**src/rtl/core/jqfe_pkg.sv**
```systemverilog
// ----------------------------------------------------------------------------
// jqfe_pkg
// Types, constants and small decode functions shared by the JSON query field
// extractor.
// ----------------------------------------------------------------------------
package jqfe_pkg;

  localparam int unsigned KeyCapacity     = 64;
  localparam int unsigned IgnoredCapacity = 16;
  localparam int unsigned QueryCapacity   = 4096;

  localparam int unsigned ByteW   = 8;
  localparam int unsigned LenW    = 12;
  localparam int unsigned KeyCntW = 7;
  localparam int unsigned KindW   = 2;
  localparam int unsigned TdataW  = 24;

  // Output queue: room for two beats from one byte plus slack for a stalled sink.
  localparam int unsigned QueueDepth = 4;
  localparam int unsigned QueuePtrW  = 2;
  localparam int unsigned QueueCntW  = 3;

  localparam logic [ByteW-1:0] ChLBrace    = 8'h7B;
  localparam logic [ByteW-1:0] ChRBrace    = 8'h7D;
  localparam logic [ByteW-1:0] ChColon     = 8'h3A;
  localparam logic [ByteW-1:0] ChComma     = 8'h2C;
  localparam logic [ByteW-1:0] ChQuote     = 8'h22;
  localparam logic [ByteW-1:0] ChBackslash = 8'h5C;
  localparam logic [ByteW-1:0] ChSlash     = 8'h2F;
  localparam logic [ByteW-1:0] ChLowerN    = 8'h6E;
  localparam logic [ByteW-1:0] ChLowerR    = 8'h72;
  localparam logic [ByteW-1:0] ChLowerT    = 8'h74;
  localparam logic [ByteW-1:0] ChNewline   = 8'h0A;
  localparam logic [ByteW-1:0] ChReturn    = 8'h0D;
  localparam logic [ByteW-1:0] ChTab       = 8'h09;
  localparam logic [ByteW-1:0] ChSpace     = 8'h20;

  localparam logic [KeyCntW-1:0] QueryKeyLen  = 7'd5;
  localparam logic [KeyCntW-1:0] KeyCountMax  = KeyCntW'(KeyCapacity - 1);
  localparam logic [LenW-1:0]    IgnoredMax   = LenW'(IgnoredCapacity - 1);
  localparam logic [LenW-1:0]    QueryCharMax = LenW'(QueryCapacity - 1);
  localparam logic [LenW-1:0]    MaxQueryRst  = 12'd4095;

  typedef enum logic [KindW-1:0] {
    KIND_CHAR   = 2'd0,
    KIND_FOUND  = 2'd1,
    KIND_FAILED = 2'd2
  } kind_e;

  typedef enum logic [3:0] {
    PH_LEAD   = 4'd0,
    PH_MEMBER = 4'd1,
    PH_KEY    = 4'd2,
    PH_KEYESC = 4'd3,
    PH_COLON  = 4'd4,
    PH_VALUE  = 4'd5,
    PH_ISTR   = 4'd6,
    PH_IESC   = 4'd7,
    PH_SKIP   = 4'd8,
    PH_AFTER  = 4'd9,
    PH_QSTR   = 4'd10,
    PH_QESC   = 4'd11
  } phase_e;

  typedef struct packed {
    kind_e             kind;
    logic [ByteW-1:0]  query_char;
    logic [LenW-1:0]   query_length;
    logic              run_last;
  } result_t;

  typedef struct packed {
    logic             ok;
    logic [ByteW-1:0] ch;
  } escape_t;

  function automatic logic is_ws(input logic [ByteW-1:0] c);
    return (c == ChSpace) || ((c >= ChTab) && (c <= ChReturn));
  endfunction

  function automatic escape_t decode_escape(input logic [ByteW-1:0] c);
    escape_t e;
    e.ok = 1'b1;
    e.ch = c;
    if (c == ChLowerN) begin
      e.ch = ChNewline;
    end else if (c == ChLowerR) begin
      e.ch = ChReturn;
    end else if (c == ChLowerT) begin
      e.ch = ChTab;
    end else if (!((c == ChQuote) || (c == ChBackslash) || (c == ChSlash))) begin
      e.ok = 1'b0;
    end
    return e;
  endfunction

  // Characters of the key "query", by position.
  function automatic logic [ByteW-1:0] query_key_char(input logic [2:0] idx);
    logic [ByteW-1:0] c;
    case (idx)
      3'd0:    c = 8'h71;
      3'd1:    c = 8'h75;
      3'd2:    c = 8'h65;
      3'd3:    c = 8'h72;
      3'd4:    c = 8'h79;
      default: c = 8'h00;
    endcase
    return c;
  endfunction

endpackage

```
**src/rtl/core/json_query_field_extractor.sv**
```systemverilog
// ----------------------------------------------------------------------------
// json_query_field_extractor
// Walks a JSON object byte by byte and streams the decoded string value of
// the member "query", followed by a found or failed verdict beat.
// ----------------------------------------------------------------------------
//  Channel  | Direction | Payload
//  s_axis   | in        | tdata[7:0] body_byte, tlast body_last
//  m_axis   | out       | tdata[7:0] query_char, [19:8] query_length,
//           |           | tuser[1:0] kind, tlast run_last
//  cfg      | in        | cfg_data_i max_query_chars, always ready
//
// One body byte is taken per clock while input ready is high. The parse state
// updates in the cycle a beat is accepted and its results land in a four-entry
// output queue; a byte that yields two results (a character plus failed on the
// last byte) writes two queue entries. Input ready drops while fewer than two
// queue slots are free. Reset is asynchronous and needs no clearing pass.
// ----------------------------------------------------------------------------
module json_query_field_extractor (
  input  logic        clk_i,
  input  logic        rst_ni,
  input  logic        s_axis_tvalid_i,
  output logic        s_axis_tready_o,
  input  logic [7:0]  s_axis_tdata_i,   // [7:0] body_byte
  input  logic        s_axis_tlast_i,   // body_last
  output logic        m_axis_tvalid_o,
  input  logic        m_axis_tready_i,
  output logic [23:0] m_axis_tdata_o,   // [7:0] query_char, [19:8] query_length
  output logic [1:0]  m_axis_tuser_o,   // [1:0] kind
  output logic        m_axis_tlast_o,   // run_last
  input  logic        cfg_valid_i,
  output logic        cfg_ready_o,
  input  logic [11:0] cfg_data_i        // max_query_chars
);

  jqfe_pkg::phase_e               phase_q, phase_d;
  logic                           match_q, match_d;
  logic [jqfe_pkg::KeyCntW-1:0]   key_count_q, key_count_d;
  logic [jqfe_pkg::LenW-1:0]      value_count_q, value_count_d;
  logic                           verdict_q, verdict_d;
  logic [jqfe_pkg::LenW-1:0]      max_query_q;

  logic                           in_fire;
  logic                           proc_fail, emit_char, emit_found, end_fail;
  logic [jqfe_pkg::ByteW-1:0]     char_val;
  logic [jqfe_pkg::ByteW-1:0]     b;
  jqfe_pkg::escape_t              esc;
  logic [jqfe_pkg::LenW-1:0]      limit;

  jqfe_pkg::result_t              res0, res1;
  logic [1:0]                     n_res;

  jqfe_pkg::result_t              queue_q [jqfe_pkg::QueueDepth];
  logic [jqfe_pkg::QueuePtrW-1:0] wr_ptr_q, rd_ptr_q;
  logic [jqfe_pkg::QueueCntW-1:0] count_q;
  logic                           pop;
  jqfe_pkg::result_t              head;

  assign b           = s_axis_tdata_i;
  assign esc         = jqfe_pkg::decode_escape(b);
  assign limit       = (max_query_q > jqfe_pkg::QueryCharMax) ? jqfe_pkg::QueryCharMax
                                                               : max_query_q;
  assign cfg_ready_o = 1'b1;

  assign s_axis_tready_o = (count_q <= jqfe_pkg::QueueCntW'(jqfe_pkg::QueueDepth - 2));
  assign in_fire         = s_axis_tvalid_i && s_axis_tready_o;

  // Next parse state and the events that one byte raises.
  always_comb begin
    phase_d       = phase_q;
    match_d       = match_q;
    key_count_d   = key_count_q;
    value_count_d = value_count_q;
    proc_fail     = 1'b0;
    emit_char     = 1'b0;
    emit_found    = 1'b0;
    char_val      = b;

    if (!verdict_q) begin
      case (phase_q)
        jqfe_pkg::PH_LEAD: begin
          if (!jqfe_pkg::is_ws(b)) begin
            if (b == jqfe_pkg::ChLBrace) phase_d = jqfe_pkg::PH_MEMBER;
            else proc_fail = 1'b1;
          end
        end
        jqfe_pkg::PH_MEMBER, jqfe_pkg::PH_AFTER: begin
          if (!jqfe_pkg::is_ws(b)) begin
            if (b == jqfe_pkg::ChQuote) begin
              phase_d     = jqfe_pkg::PH_KEY;
              key_count_d = '0;
              match_d     = 1'b1;
            end else if ((phase_q == jqfe_pkg::PH_AFTER) && (b == jqfe_pkg::ChComma)) begin
              phase_d = jqfe_pkg::PH_MEMBER;
            end else begin
              proc_fail = 1'b1;
            end
          end
        end
        jqfe_pkg::PH_KEY, jqfe_pkg::PH_KEYESC: begin
          if ((phase_q == jqfe_pkg::PH_KEY) && (b == jqfe_pkg::ChQuote)) begin
            match_d = match_q && (key_count_q == jqfe_pkg::QueryKeyLen);
            phase_d = jqfe_pkg::PH_COLON;
          end else if ((phase_q == jqfe_pkg::PH_KEY) && (b == jqfe_pkg::ChBackslash)) begin
            phase_d = jqfe_pkg::PH_KEYESC;
          end else if ((phase_q == jqfe_pkg::PH_KEYESC) && !esc.ok) begin
            proc_fail = 1'b1;
          end else if (key_count_q >= jqfe_pkg::KeyCountMax) begin
            proc_fail = 1'b1;
          end else begin
            char_val = (phase_q == jqfe_pkg::PH_KEYESC) ? esc.ch : b;
            if ((key_count_q >= jqfe_pkg::QueryKeyLen) ||
                (jqfe_pkg::query_key_char(key_count_q[2:0]) != char_val)) begin
              match_d = 1'b0;
            end
            key_count_d = key_count_q + 1'b1;
            phase_d     = jqfe_pkg::PH_KEY;
          end
        end
        jqfe_pkg::PH_COLON: begin
          if (!jqfe_pkg::is_ws(b)) begin
            if (b == jqfe_pkg::ChColon) phase_d = jqfe_pkg::PH_VALUE;
            else proc_fail = 1'b1;
          end
        end
        jqfe_pkg::PH_VALUE: begin
          if (!jqfe_pkg::is_ws(b)) begin
            if (match_q) begin
              if (b == jqfe_pkg::ChQuote) begin
                phase_d       = jqfe_pkg::PH_QSTR;
                value_count_d = '0;
              end else begin
                proc_fail = 1'b1;
              end
            end else if (b == jqfe_pkg::ChQuote) begin
              phase_d       = jqfe_pkg::PH_ISTR;
              value_count_d = '0;
            end else if (b == jqfe_pkg::ChComma) begin
              phase_d = jqfe_pkg::PH_MEMBER;
            end else if (b == jqfe_pkg::ChRBrace) begin
              proc_fail = 1'b1;
            end else begin
              phase_d = jqfe_pkg::PH_SKIP;
            end
          end
        end
        jqfe_pkg::PH_ISTR, jqfe_pkg::PH_IESC: begin
          if ((phase_q == jqfe_pkg::PH_ISTR) && (b == jqfe_pkg::ChQuote)) begin
            phase_d = jqfe_pkg::PH_AFTER;
          end else if ((phase_q == jqfe_pkg::PH_ISTR) && (b == jqfe_pkg::ChBackslash)) begin
            phase_d = jqfe_pkg::PH_IESC;
          end else if ((phase_q == jqfe_pkg::PH_IESC) && !esc.ok) begin
            proc_fail = 1'b1;
          end else if (value_count_q >= jqfe_pkg::IgnoredMax) begin
            proc_fail = 1'b1;
          end else begin
            value_count_d = value_count_q + 1'b1;
            phase_d       = jqfe_pkg::PH_ISTR;
          end
        end
        jqfe_pkg::PH_SKIP: begin
          if (b == jqfe_pkg::ChComma) phase_d = jqfe_pkg::PH_MEMBER;
          else if (b == jqfe_pkg::ChRBrace) proc_fail = 1'b1;
        end
        jqfe_pkg::PH_QSTR, jqfe_pkg::PH_QESC: begin
          if ((phase_q == jqfe_pkg::PH_QSTR) && (b == jqfe_pkg::ChQuote)) begin
            emit_found = 1'b1;
          end else if ((phase_q == jqfe_pkg::PH_QSTR) && (b == jqfe_pkg::ChBackslash)) begin
            phase_d = jqfe_pkg::PH_QESC;
          end else if ((phase_q == jqfe_pkg::PH_QESC) && !esc.ok) begin
            proc_fail = 1'b1;
          end else if (value_count_q >= limit) begin
            proc_fail = 1'b1;
          end else begin
            char_val      = (phase_q == jqfe_pkg::PH_QESC) ? esc.ch : b;
            emit_char     = 1'b1;
            value_count_d = value_count_q + 1'b1;
            phase_d       = jqfe_pkg::PH_QSTR;
          end
        end
        default: begin
          proc_fail = 1'b1;
        end
      endcase
    end

    verdict_d = verdict_q || proc_fail || emit_found;
    end_fail  = s_axis_tlast_i && !verdict_d;

    // The last byte of a body returns the parser to its reset state.
    if (s_axis_tlast_i) begin
      phase_d   = jqfe_pkg::PH_LEAD;
      match_d   = 1'b1;
      verdict_d = 1'b0;
    end
  end

  // Result beats for the accepted byte, in order.
  always_comb begin
    logic [jqfe_pkg::LenW-1:0] sent_len;
    sent_len = ((phase_d == jqfe_pkg::PH_QSTR) || (phase_d == jqfe_pkg::PH_QESC) ||
                emit_found || s_axis_tlast_i) ? value_count_d : '0;
    // On the last byte phase_d has already been rewound, so decide from the
    // phase the byte left behind.
    if (s_axis_tlast_i) begin
      sent_len = ((phase_q == jqfe_pkg::PH_QSTR) || (phase_q == jqfe_pkg::PH_QESC))
                 ? value_count_d : '0;
    end

    res0.kind         = jqfe_pkg::KIND_CHAR;
    res0.query_char   = '0;
    res0.query_length = '0;
    res0.run_last     = 1'b1;
    res1              = res0;
    res1.kind         = jqfe_pkg::KIND_FAILED;
    res1.query_length = sent_len;
    n_res             = 2'd0;

    if (emit_char) begin
      res0.query_char = char_val;
      res0.run_last   = !end_fail;
      n_res           = end_fail ? 2'd2 : 2'd1;
    end else if (emit_found) begin
      res0.kind         = jqfe_pkg::KIND_FOUND;
      res0.query_length = value_count_q;
      n_res             = 2'd1;
    end else if (proc_fail || end_fail) begin
      res0.kind         = jqfe_pkg::KIND_FAILED;
      res0.query_length = sent_len;
      n_res             = 2'd1;
    end
  end

  // The last byte of a body clears both counters along with the phase.
  always_ff @(posedge clk_i or negedge rst_ni) begin
    if (!rst_ni) begin
      phase_q       <= jqfe_pkg::PH_LEAD;
      match_q       <= 1'b1;
      key_count_q   <= '0;
      value_count_q <= '0;
      verdict_q     <= 1'b0;
      max_query_q   <= jqfe_pkg::MaxQueryRst;
    end else begin
      if (in_fire) begin
        phase_q       <= phase_d;
        match_q       <= match_d;
        key_count_q   <= s_axis_tlast_i ? '0 : key_count_d;
        value_count_q <= s_axis_tlast_i ? '0 : value_count_d;
        verdict_q     <= verdict_d;
      end
      if (cfg_valid_i && cfg_ready_o) begin
        max_query_q <= cfg_data_i;
      end
    end
  end

  assign head            = queue_q[rd_ptr_q];
  assign m_axis_tvalid_o = (count_q != '0);
  assign pop             = m_axis_tvalid_o && m_axis_tready_i;
  assign m_axis_tdata_o  = {4'b0, head.query_length, head.query_char};
  assign m_axis_tuser_o  = head.kind;
  assign m_axis_tlast_o  = head.run_last;

  always_ff @(posedge clk_i) begin
    if (in_fire && (n_res != 2'd0)) begin
      queue_q[wr_ptr_q] <= res0;
    end
    if (in_fire && (n_res == 2'd2)) begin
      queue_q[wr_ptr_q + jqfe_pkg::QueuePtrW'(1)] <= res1;
    end
  end

  always_ff @(posedge clk_i or negedge rst_ni) begin
    if (!rst_ni) begin
      wr_ptr_q <= '0;
      rd_ptr_q <= '0;
      count_q  <= '0;
    end else begin
      if (in_fire) begin
        wr_ptr_q <= wr_ptr_q + jqfe_pkg::QueuePtrW'(n_res);
      end
      if (pop) begin
        rd_ptr_q <= rd_ptr_q + jqfe_pkg::QueuePtrW'(1);
      end
      count_q <= count_q + (in_fire ? jqfe_pkg::QueueCntW'(n_res) : '0)
                 - jqfe_pkg::QueueCntW'(pop);
    end
  end

endmodule

```
**config.mk**
```make
export PLATFORM = sky130hd
export DESIGN_NAME = json_query_field_extractor
export DESIGN_NICKNAME = d
export VERILOG_FILES = /design/src/rtl/core/jqfe_pkg.sv /design/src/rtl/core/json_query_field_extractor.sv
export SDC_FILE = /design/constraint.sdc
export NUM_CORES = 1
export LEC_CHECK = 0
export ABC_AREA = 1
export CORE_MARGIN = 5
export CORE_UTILIZATION = 54
export DETAILED_ROUTE_END_ITERATION = 6
export DONT_BUFFER_PORTS = 1
export PLACE_DENSITY = 0.8
export SLEW_MARGIN = 20
export SYNTH_ARGS = -nofsm -noshare
export SYNTH_HDL_FRONTEND = slang
export SYNTH_SLANG_ARGS = --single-unit
```
**constraint.sdc**
```tcl
create_clock -name clk_i -period 6.3 [get_ports clk_i]
set_input_delay 1.26 -clock clk_i [delete_from_list [all_inputs] [get_ports clk_i]]
set_output_delay 1.26 -clock clk_i [all_outputs]
set_load 0.01 [all_outputs]
```
; After elaboration in Yosys (flattened, before gate mapping)
; Memory sizes are Yosys's and may differ from the RTL's.
; Cells that the tools add are included.
[totals]
reg_bits = 44
mem_bits_rw = 92
inputBits = 26
memories = 1
[memory_table]
columns = name, depth, word_bits, rd, rd_ports_with_merged_regs, write_ports, line
row1 = queue_q, 4, 23, 1, 0, 2, json_query_field_extractor.sv:52  ; jqfe_pkg::result_t queue_q [jqfe_pkg::QueueDepth];
[op_classes]
add_sub_neg = 7
magnitude_cmp = 8
eq_ne = 42
muxes = 145
n_reduce_logical = 42
[ops]
columns = operator, count
row1 = $mux 12, 19
row2 = $mux 8, 21
row3 = $mux 4, 28
row4 = $mux 1, 56
row5 = $mux 7, 8
row6 = $eq 8x7->1 const B, 6
row7 = $eq 8x6->1 const B, 5
row8 = $pmux 12 s3, 1
row9 = $pmux 7 s5, 1
row10 = $pmux 4 s8, 1
row11 = $eq 4x4->1 const B, 6
row12 = $ne 3x3->1 const B, 6
row13 = $reduce_and 9->1, 2
row14 = $logic_and 1x1->1, 17
row15 = $eq 4x3->1 const B, 4
row16 = $ne 4x4->1 const B, 4
row17 = $pmux 8 s2, 1
row18 = $pmux 7 s2, 1
row19 = $add 12x1->12 const B, 1
row20 = $ge 12x12->1, 1
row21 = $ge 12x4->1 const B, 1
row22 = $gt 12x12->1 const B, 1
row23 = $mux 2, 6
row24 = $logic_or 1x1->1, 11
row25 = 27 further kinds, 36

; Longest topological paths before layout
; Gate-level depths: netlist (run 1).
[logic_depth]
ltp_word = 26
mapped_depth = 24
ltp_nobuf = 22

; Least setup slack after synthesis (run 1)
; Ideal clock, no wire load.
[synth_path]
kind = input-to-reg
from = input port s_axis_tdata_i[3]
to = register count_q[2] (netlist name)
setup_ps = 123
t_arrival_ps = 3825
required_time_ps = 6177
setup_slack_ps = 2353
stages = 21
n_path_buf = 2
cell_sequence = inv_1 -> nand2_1 -> nor2_4 -> nand2_1 -> nand2_2 -> inv_2 -> nand3_4 -> a21oi_2 -> nor2_1 -> nand4_2 -> nand3_2 -> buf_6 -> buf_2 -> nand2_1 -> inv_1 -> nand2_1 -> ha_1 -> inv_1 -> ha_1 -> fa_1 -> xnor2_1
[synth_via]
elab_chain_len = 25
elab_cells_between_ends = 76
[synth_lines]
columns = item, line
row1 = from (decl), json_query_field_extractor.sv:23  ; input logic [7:0] s_axis_tdata_i,
row2 = $eq 8x6->1 / $eq 8x7->1 (equally long branches), n/a
row3 = $logic_or 1x1->1 (2 in a row), jqfe_pkg.sv:91  ; end else if (!((c == ChQuote) || (c == ChBackslash) || (c == ChSlash))) begin
row4 = $mux 1, jqfe_pkg.sv:91
row5 = $mux 1, jqfe_pkg.sv:89  ; end else if (c == ChLowerT) begin
row6 = $mux 1, jqfe_pkg.sv:87  ; end else if (c == ChLowerR) begin
row7 = $mux 1, jqfe_pkg.sv:85  ; if (c == ChLowerN) begin
row8 = $logic_not 1->1, "json_query_field_extractor.sv:105, json_query_field_extractor.sv:151, json_query_field_extractor.sv:169"
row9 = $logic_and 1x1->1 (on tied branches), "json_query_field_extractor.sv:169, json_query_field_extractor.sv:105, json_query_field_extractor.sv:151"
row10 = [8 not listed], n/a
row11 = $logic_and 1x1->1, json_query_field_extractor.sv:187  ; end_fail = s_axis_tlast_i && !verdict_d;
row12 = $logic_or 1x1->1, json_query_field_extractor.sv:226  ; end else if (proc_fail || end_fail) begin
row13 = $mux 1, json_query_field_extractor.sv:226
row14 = $mux 1, json_query_field_extractor.sv:222  ; end else if (emit_found) begin
row15 = $mux 2 (*), json_query_field_extractor.sv:218  ; if (emit_char) begin
row16 = $mux 2 (*), json_query_field_extractor.sv:284  ; count_q <= count_q + (in_fire ? jqfe_pkg::QueueCntW'(n_res) : '0)
row17 = $add 3x2->3 (*), json_query_field_extractor.sv:284
row18 = $sub 3x1->3 (*), json_query_field_extractor.sv:285  ; - jqfe_pkg::QueueCntW'(pop);
row19 = to (signal assigned), json_query_field_extractor.sv:284
row20 = to (decl), json_query_field_extractor.sv:54  ; logic [jqfe_pkg::QueueCntW-1:0] count_q;
; Mark *: on every way between the ends. The rest lies on a longest branch, timed or not.
; A chain may end at the register's enable or synchronous reset.

==> flow_summary.ini, run 1 <==
[floorplan]
start_util = 0.551
rows = 47
dieWidth_um = 140
ioPinCount = 56
die_area_sq_mm = 0.0196
coreArea_sq_mm = 0.0166
die_h_um = 140

[synth]
synthesis.area_sq_mm = 0.00914
yosysSeqAreaShare = 0.376
synth_ff_type = edfxtp_1
yosysWarnings = 0
synth_cell_type_count = 51
synth.avg_cell_area_sq_um = 6.76
ys_ff_latch = 136
async_flop_share = 0.324
syn_inst = 1352
synth_edf_count = 48

[timing]
slew_headroom = 0.281
drv_slew = 0
rsz0062_at_grt = no
setup_viol = 0
max_freq_mhz = 240
tns_ns = 0
worst_pin_slew_ns = 1.08
period_share = 0.663
hold_viol = 0
skew_ns = 0.00604
layout_min_cycle_time_ns = 4.17

[clock_tree]
cts-resized-gates = 0
post_cts_buffers = 0
clockBufferDepth = 2
cts_tree = done
clkSinkCount = 136
clk_latency_ns = 0.43
cts_root_buf = clkbuf_16
cts_max_level = 4
clk_pin_slew_worst_paths_ns = 0.06
numCtsBuffers = 17
postCtsHoldBufs = 0

[worst_setup_path]
cp-start-kind = flip-flop
crit_path_end_kind = flip-flop
required_ns = 6.37
cp_max_fo = 29
critPathTopFamily = simple AND/OR/NAND/NOR gates
cp.arrival_ns = 4.24
cp_cell_sequence = inv_2 > nand2_1 > nor2_2 > nand2_1 > inv_1 > nand3_2 > nand2_1 > nand2_1 > nand2_1 > inv_2 > nand2_1 > nand2_1 > nand3_2 > nand3_2 > nand2_1
critical_path_class = reg -> reg
critical-path-slowest-cell = nor2_2
path_buf_inv = 3
critPathMaxStageDelay_ns = 0.58
crit_top_cell = nand2_1

[finish]
synthToLayoutAreaGrowth_pct = 6.54
fin_area_sq_mm = 0.00974
drive_above_1_share = 0.0809
num-fill-cells = 1572
fin_nets = 1372
multiInputGateArea_sq_mm = 0.00472
seqCellArea_sq_mm = 0.00344

[placed_design]
place.gp.congestion = 0.982
port_buffers = 0
post-dp-hpwl_um = 17300
place_area_sq_mm = 0.00915

[pwr]
max-vdd-ir-drop_mv = 0.273
cellPowerDensity_mw_per_mm2 = 460
leakage_nw = 5.04

[global_route]
grt_start_max_net_pins = 56
grt_pass1_vias = 8008
grt_pass1_wl_um = 40300
grt_antenna_before_repair = 0
gr-total-overflow = 0
grt_usage = 0.251

[route]
ant_nets = 0
drt_iter0_markers = 1164
wl_per_cell_um = 15.7
drc_errors = 0
viasPerCell = 5.59
wirelength_um = 24500
vias = 8699
firstDrtPassIters = 6

[flow_run]
drv_cap = 0

[min_path]
hold_path_class = reg -> reg

[status]
status = complete, no violations
layer usage:
layer,track usage,share of wire,vias up
li1,-,-,4293
met1,0.341,0.43,3922
met2,0.399,0.46,429
met3,0.0501,0.086,55
met4,0.0974,0.022,0
met5,0,0,-
sequential cells by signal (all words and copies together) (netlist names):
register,flops
count_q,3
key_count_q,7
match_q,1
max_query_q,12
phase_q,4
queue_q,92
rd_ptr_q,2
value_count_q,12
verdict_q,1
wr_ptr_q,2
final timing paths:
kind | to | cells past startpoint | slack (ns) | from
max | queue_q[2][11] | 15 | 2.13 | phase_q[2]
max in group asynchronous | max_query_q[1] | 0 | 5.61 | rst_ni
min in group asynchronous | phase_q[0] | 0 | 0.52 | rst_ni
min | queue_q[0][22] | 2 | 0.46 | queue_q[0][22]
min reg2reg | queue_q[0][22] | 2 | 0.46 | queue_q[0][22]
max reg2reg | queue_q[2][11] | 15 | 2.13 | phase_q[2]
layout by cell type (no fill, tap or decap), types with 4 or more instances in the layout:
cell / Yosys / final
a21oi_1: 53 / 53
buf_4: 8 / 4
clkbuf_16: 0 / 17
clkinv_1: 2 / 4
conb_1: 2 / 5
dfrtp_1: 31 / 31
dfstp_2: 13 / 13
dfxtp_1: 44 / 44
edfxtp_1: 48 / 48
ha_1: 22 / 22
inv_1: 157 / 157
inv_2: 23 / 23
nand2_1: 450 / 450
nand2_2: 12 / 12
nand3_1: 49 / 49
nand3_2: 6 / 6
nand3_4: 5 / 5
nand4_1: 46 / 46
nor2_1: 141 / 141
nor2_2: 4 / 4
nor2_4: 4 / 4
nor3_1: 15 / 15
o211ai_1: 7 / 7
o21ai_0: 102 / 102
o21ai_1: 8 / 8
o22ai_1: 18 / 18
xor2_1: 7 / 7
metrics by stage:
step | hold WS, ns | total power, W | instances | utilization | worst slack [ns]
floorplan | 0.424 | 0.00300 | 1355 | - | 2.35
global placement | 0.440 | 0.00339 | 1524 | 0.552 | 1.90
detailed placement | 0.447 | 0.00344 | 1524 | 0.552 | 1.84
CTS | 0.464 | 0.00446 | 1555 | 0.587 | 2.17
global route | 0.502 | 0.00482 | 1555 | 0.587 | 1.77
finish | 0.465 | 0.00448 | 1556 | 0.587 | 2.13
area by class of cell:
type,count,area share
multi-input combinational,981,0.484
sequential,136,0.353
inverter,183,0.0708
clock buffer,19,0.0445
tap,220,0.0283
clock inverter,12,0.0155
timing repair buffer,4,0.00308
antenna,1,0.000257
cells in the mapped netlist (2+ instances only):
cell type | instances | share of area
a21o_1 | 2 | 0.0016
a21oi_1 | 53 | 0.029
a31oi_1 | 2 | 0.0014
buf_1 | 4 | 0.0016
buf_2 | 12 | 0.0066
buf_4 | 8 | 0.0066
buf_6 | 7 | 0.0086
clkbuf_1 | 23 | 0.0094
clkinv_1 | 2 | 0.00082
conb_1 | 2 | 0.00082
dfrtp_1 | 31 | 0.085
dfstp_2 | 13 | 0.037
dfxtp_1 | 44 | 0.096
edfxtp_1 | 48 | 0.16
ha_1 | 22 | 0.030
inv_1 | 157 | 0.064
inv_2 | 23 | 0.0094
nand2_1 | 450 | 0.18
nand2_2 | 12 | 0.0082
nand3_1 | 49 | 0.027
nand3_2 | 6 | 0.0066
nand3_4 | 5 | 0.0096
nand4_1 | 46 | 0.031
nor2_1 | 141 | 0.058
nor2_2 | 4 | 0.0027
nor2_4 | 4 | 0.0049
nor3_1 | 15 | 0.0082
o2111ai_1 | 2 | 0.0019
o211ai_1 | 7 | 0.0057
o21ai_0 | 102 | 0.056
o21ai_1 | 8 | 0.0044
o21bai_1 | 3 | 0.0025
o22ai_1 | 18 | 0.012
or2_2 | 2 | 0.0014
xnor2_1 | 3 | 0.0029
xor2_1 | 7 | 0.0067
power by group:
group          switching, W  internal [W]  total [W]
clock              0.000403      0.000619    0.00102
sequential         0.000210       0.00119    0.00140
combinational       0.00146      0.000599    0.00206
worst min-delay path: cells and delay by family, from the launching register on:
family / cells / cell delay, ns
simple gates: 2 / 0.11
flops: 1 / 0.33
logic make-up after synthesis:
logic type,synth area share
compound gates,0.120
xor+xnor,0.00958
fa+ha+maj,0.0323
buf+inv,0.109
flops,0.376
mux,0.00123
other cells,0.000822
simple gates,0.350
(Power assumes the default switching activity.)
==> run 2, diff against run 1 <==
- PLACE_DENSITY: 0.8 -> 0.83
- clock period: 6.3 -> 3.44 ns (I/O delays scaled with it)
==> run 2 against run 1 <==
First-iteration DRC count down 13%. Clock power grew 63%. Sequential share of layout area fell by 1.4 points. Sequential power is 80% higher. Largest power group unchanged. Cell area rose by 4.1%. Global-route usage rose by 0.099 points. Power is 92% higher. Worst setup slack worse by 2.0 ns. Flip-flop and latch count stayed put. Critical path depth grew 7. Fmax grew 26%. Clock-buffer cell count did not move. Highest routed layer unchanged.
==> flow_summary.ini, run 2 (synthesized netlist as in run 1, its figures left out) <==
[clock_tree]
clk_pin_slew_worst_paths_ns = 0.06
cts_root_buf = clkbuf_16
numCtsBuffers = 17
cts_max_level = 4
cts_tree = done
clkSinkCount = 136
clockBufferDepth = 2
clk_latency_ns = 0.43

[flow_run]
drv_cap = 0

[timing]
period_share = 0.960
hold_viol = 0
skew_ns = 0.00847
setup_ws_ns = 0.138
max_freq_mhz = 303
layout_min_cycle_time_ns = 3.30
drv_slew = 0
setup_viol = 0
slew_headroom = 0.412
worst_pin_slew_ns = 0.878

[worst_setup_path]
cp_max_fo = 4
cp-start-kind = flip-flop
critical_path_class = reg -> reg
required_ns = 3.74
cp.arrival_ns = 3.60
crit_path_end_kind = flip-flop

[min_path]
hold_path_class = in -> async

[status]
status = complete, no violations

[pwr]
max-vdd-ir-drop_mv = 0.537
power_w = 0.00859
cellPowerDensity_mw_per_mm2 = 848
leakage_nw = 5.24

[route]
vias = 8837
drt_iter0_markers = 1017
ant_nets = 0
firstDrtPassIters = 6
drc_errors = 0
wirelength_um = 25100
viasPerCell = 5.51
wl_per_cell_um = 15.7

[finish]
top_regs = queue_q: 92 flops, max_query_q: 12 flops, value_count_q: 12 flops
largest_reg_flops = 92
drive_above_1_share = 0.125
num-fill-cells = 1520
layout_common_cells = 447 x nand2_1, 154 x inv_1, 138 x nor2_1
seqCellArea_sq_mm = 0.00344
mostFrequentLayoutCell = nand2_1
fin_nets = 1418
multiInputGateArea_sq_mm = 0.00480
synthToLayoutAreaGrowth_pct = 10.9
top_register = queue_q

[global_route]
grt_pass1_vias = 8492
grt_usage = 0.252
grt_antenna_before_repair = 0
grt_pass1_wl_um = 40600
grt_start_max_net_pins = 40
gr-total-overflow = 0

[floorplan]
start_util = 0.551
ioPinCount = 56
rows = 47
dieWidth_um = 140
coreArea_sq_mm = 0.0166
die_area_sq_mm = 0.0196
die_h_um = 140

[placed_design]
place.gp.congestion = 0.982
post-dp-hpwl_um = 17400
port_buffers = 0
dp_slack_ns = 0.0876
==> run 2: worst paths after layout <==
kind | from | end | slack, ns | cells after the start
min | rst_ni | value_count_q[7] | 0.09 | 1
max | max_query_q[6] | count_q[2] | 0.14 | 22
min reg2reg | queue_q[1][22] | queue_q[1][22] | 0.46 | 2
max reg2reg | max_query_q[6] | count_q[2] | 0.14 | 22
min in group clk_i | cfg_valid_i | max_query_q[4] | 0.33 | 1
max in group asynchronous | rst_ni | count_q[0] | 3.16 | 1
==> run 2: cell type report <==
cell class	instances	area share
diodes	1	0.000247
clock buffers	19	0.0427
clock inverters	13	0.00963
inverters	183	0.0680
multi-input cells	981	0.474
flip-flops and latches	136	0.339
well taps	220	0.0272
repair buffers	50	0.0390
==> run 2: routing by layer <==
layer	wire (um)	global-route usage	vias to the layer above
met3	2050	0.0566	63
met1	10200	0.315	3990
li1	-	-	4378
met5	0	0	-
met2	12100	0.426	406
met4	700	0.0984	0
==> run 2: where the power goes <==
group          total (W)  internal (W)  switching [W]
sequential       0.00252       0.00218       0.000344
combinational    0.00442       0.00151        0.00290
clock            0.00166      0.000925       0.000732
total            0.00859       0.00461        0.00398
==> run 2: stage by stage <==
stage | std cells | setup TNS (ns) | utilization | hold WS [ns] | area (sq um)
3_3_place_gp | 1563 | 0 | 0.570 | 0.396 | 9450
5_1_grt | 1602 | -0.0280 | 0.611 | 0.0801 | 10100
6_report | 1603 | 0 | 0.611 | 0.0939 | 10100
3_5_place_dp | 1563 | 0 | 0.570 | 0.395 | 9450
4_1_cts | 1596 | 0 | 0.603 | 0.0906 | 10000
2_1_floorplan | 1355 | 0 | - | 0.392 | 9160
==> run 2: what timing repair did <==
action,in CTS,in global routing
setup endpoints to repair,1,14
pin swaps,1,11
hold endpoints to repair,31,0
gates cloned,0,0
hold buffers,1,0
setup buffers,0,6
resized for setup,0,20
==> run 2: critical path, stage by stage (launching register included) <==
cell and delay [ns]:
dfstp_2 0.53, inv_2 0.04, ha_1 0.27, nand2_1 0.08, inv_1 0.05, nand2_1 0.06, nand2_1 0.07, nand2_2 0.06
nand2_2 0.06, nor2_4 0.20, buf_6 0.14, nand4_4 0.11, nor2_4 0.17, nor2_4 0.06, nand3_2 0.08, nand2_2 0.06
inv_2 0.06, nand2_1 0.05, ha_1 0.31, inv_2 0.05, ha_4 0.15, fa_2 0.39, xnor2_2 0.14
==> run 3, diff against run 2 <==
- ABC_AREA: 1 -> default
==> run 3 against run 2 <==
Sequential share of layout area decreased by 0.17 points. Cell area grew 0.49%. The run now ends with setup timing left. Power is 21% lower. Utilization is 6.1 points higher. Critical endpoint is now count_q[1]. Largest cell class unchanged. Wire length shrank 3.8%. Clock power grew 8%.
==> flow_summary.ini, run 3 <==
[synth]
async_flop_share = 0.324
synth_area_leaders = edfxtp_1 17%, dfxtp_1 11%, dfrtp_1 9.3%, mux4_2 6.2%, o21ai_0 5.3%
yosys.area.top_type = edfxtp_1
syn_inst = 925
synth_cell_type_count = 74
synth.top_cell.area_share = 0.173
yosysMostFrequentCell = nand2_1
synthesis.area_sq_mm = 0.00833
yosysSeqAreaShare = 0.413
synth.avg_cell_area_sq_um = 9.01
synth_commonest_cells = 112 x nand2_1, 89 x o21ai_0, 73 x nor2_1, 58 x clkbuf_1, 51 x nand3_1
synth_ff_type = edfxtp_1
ys_ff_latch = 136
synth_edf_count = 48
yosysWarnings = 0

[timing]
setup_viol = 7
setup_ws_ns = -0.138
hold_viol = 0
skew_ns = 0.0103
slew_headroom = 0.618
holdWs_ns = 0.0794
tns_ns = -0.341
worst_pin_slew_ns = 0.558
rsz0062_at_grt = yes
max_freq_mhz = 280
drv_slew = 0
period_share = 1.04
layout_min_cycle_time_ns = 3.58

[route]
wl_per_cell_um = 20.0
drc_errors = 0
drt_iter0_markers = 738
viasPerCell = 6.41
firstDrtPassIters = 5
wirelength_um = 24100
topRoutingLayerUsed = met4
wl_met2_um = 11400
met1Wirelength_um = 9880
ant_nets = 0
vias = 7760
wl_met3_um = 2160

[clock_tree]
cts_max_level = 4
cts_tree = done
clk_latency_ns = 0.44
clockBufferDepth = 2
numCtsBuffers = 17
clkSinkCount = 136
cts_root_buf = clkbuf_16
clk_pin_slew_worst_paths_ns = 0.07

[worst_setup_path]
cp_max_fo = 14
crit_path_end_kind = flip-flop
crit_top_cell = ha_4
r2r-end = count_q[1]
rrSetupSlack_ns = -0.03
critical-path-slowest-cell = or4b_4
critical_path_class = in -> reg
worst-r2r-cell-count = 14
cp-start-kind = primary input
cp.arrival_ns = 3.89
critPathMaxStageDelay_ns = 0.55
required_ns = 3.75
r2r_start = value_count_q[8]
cp_cell_sequence = or4b_4 > or3_4 > and3_4 > o221a_1 > or4_4 > a311o_1 > nor2_4 > nor3_4 > nand2_2 > ha_4 > inv_2 > ha_4 > fa_2

[global_route]
grt_pass1_vias = 7561
grt_pass1_wl_um = 39200
grt_antenna_before_repair = 0
grt_start_max_net_pins = 32
grt_usage = 0.274
gr-total-overflow = 0

[placed_design]
place.gp.congestion = 0.989
dp_slack_ns = -0.582
port_buffers = 0
dp_cells = 1174
post-dp-hpwl_um = 17300

[finish]
mostFrequentLayoutCell = buf_4
top_regs = queue_q: 92 flops, max_query_q: 12 flops, value_count_q: 12 flops
fin_cells = 1210
fin_nets = 1058
antenna_cells = 0
top_register = queue_q
layout_common_cells = 132 x buf_4, 104 x nand2_1, 87 x o21ai_0
synthToLayoutAreaGrowth_pct = 22.3
largest_reg_flops = 92
drive_above_1_share = 0.262

[floorplan]
rows = 45
die_h_um = 134
ioPinCount = 56
dieWidth_um = 134
coreArea_sq_mm = 0.0151
start_util = 0.550
die_area_sq_mm = 0.0180

[min_path]
hold_path_class = in -> async

[status]
violations = setup timing
status = finished with violations

[pwr]
max-vdd-ir-drop_mv = 0.585
leakage_nw = 3.90
cellPowerDensity_mw_per_mm2 = 669

[flow_run]
drv_cap = 0
==> run 3: layout make-up <==
cell class	count	area [sq um]
Multi-Input combinational cell	691	4740
Clock buffer	17	425
Tap cell	188	235
Sequential cell	136	3440
Timing Repair Buffer	138	1100
Clock inverter	15	153
Inverter	25	93.8
Fill cell	1135	4960
==> run 3: per-stage QoR <==
| stage | total power (W) | area, sq um | utilization |
|---|---|---|---|
| 2_1_floorplan | 0.00398 | 8530 | - |
| 3_3_place_gp | 0.00477 | 9460 | 0.624 |
| 3_5_place_dp | 0.00485 | 9460 | 0.624 |
| 4_1_cts | 0.00669 | 10100 | 0.665 |
| 5_1_grt | 0.00718 | 10200 | 0.673 |
| 6_report | 0.00681 | 10200 | 0.673 |
==> run 3: repair_timing <==
item	CTS	global route
hold buffers	1	0
buffers inserted	2	1
resized for setup	2	20
pin swaps	1	5
hold endpoints to repair	31	0
endpoints found under the setup margin	3	41
==> run 3: critical path: cells and delay by family <==
| family | cells | cell delay (ns) |
|---|---|---|
| buffers and inverters | 1 | 0.06 |
| adder cells (fa/ha/maj) | 3 | 0.74 |
| AO/OA/AOI/OAI | 2 | 0.55 |
| AND/OR/NAND/NOR | 7 | 1.84 |
==> run 3: power breakdown <==
part | internal, W | switching [W] | total, W
Combinational | 0.00123 | 0.00157 | 0.00281
Sequential | 0.00196 | 0.000254 | 0.00221
Clock | 0.000964 | 0.000830 | 0.00179
==> run 3: routing by layer <==
metal | track usage | vias to the layer above
met2 | 0.438 | 424
met4 | 0.118 | 0
met1 | 0.362 | 3678
met3 | 0.0581 | 71
li1 | - | 3587
met5 | 0 | -
==> run 3: kinds of logic after synthesis <==
kind of cell               after synthesis  synth area share
buffers and inverters                  101            0.0530
xor gates and xnor gates                12            0.0126
other                                    2          0.000902
AOI/OAI and AO/OA                      256             0.199
and+or+nand+nor                        367             0.217
DFF                                    136             0.413
muxes                                   28            0.0683
adders and majority gates               23            0.0354
==> run 3: worst max-delay path by stage <==
stage                      start          to  slack [ns]
3_5_place_dp   s_axis_tdata_i[4]  count_q[1]       -0.58
3_3_place_gp   s_axis_tdata_i[4]  count_q[1]       -0.56
2_1_floorplan  s_axis_tdata_i[7]  count_q[1]       -0.72
4_1_cts        s_axis_tdata_i[4]  count_q[1]       -0.12
5_1_grt        s_axis_tdata_i[4]  count_q[1]       -0.19
6_report       s_axis_tdata_i[4]  count_q[1]       -0.14
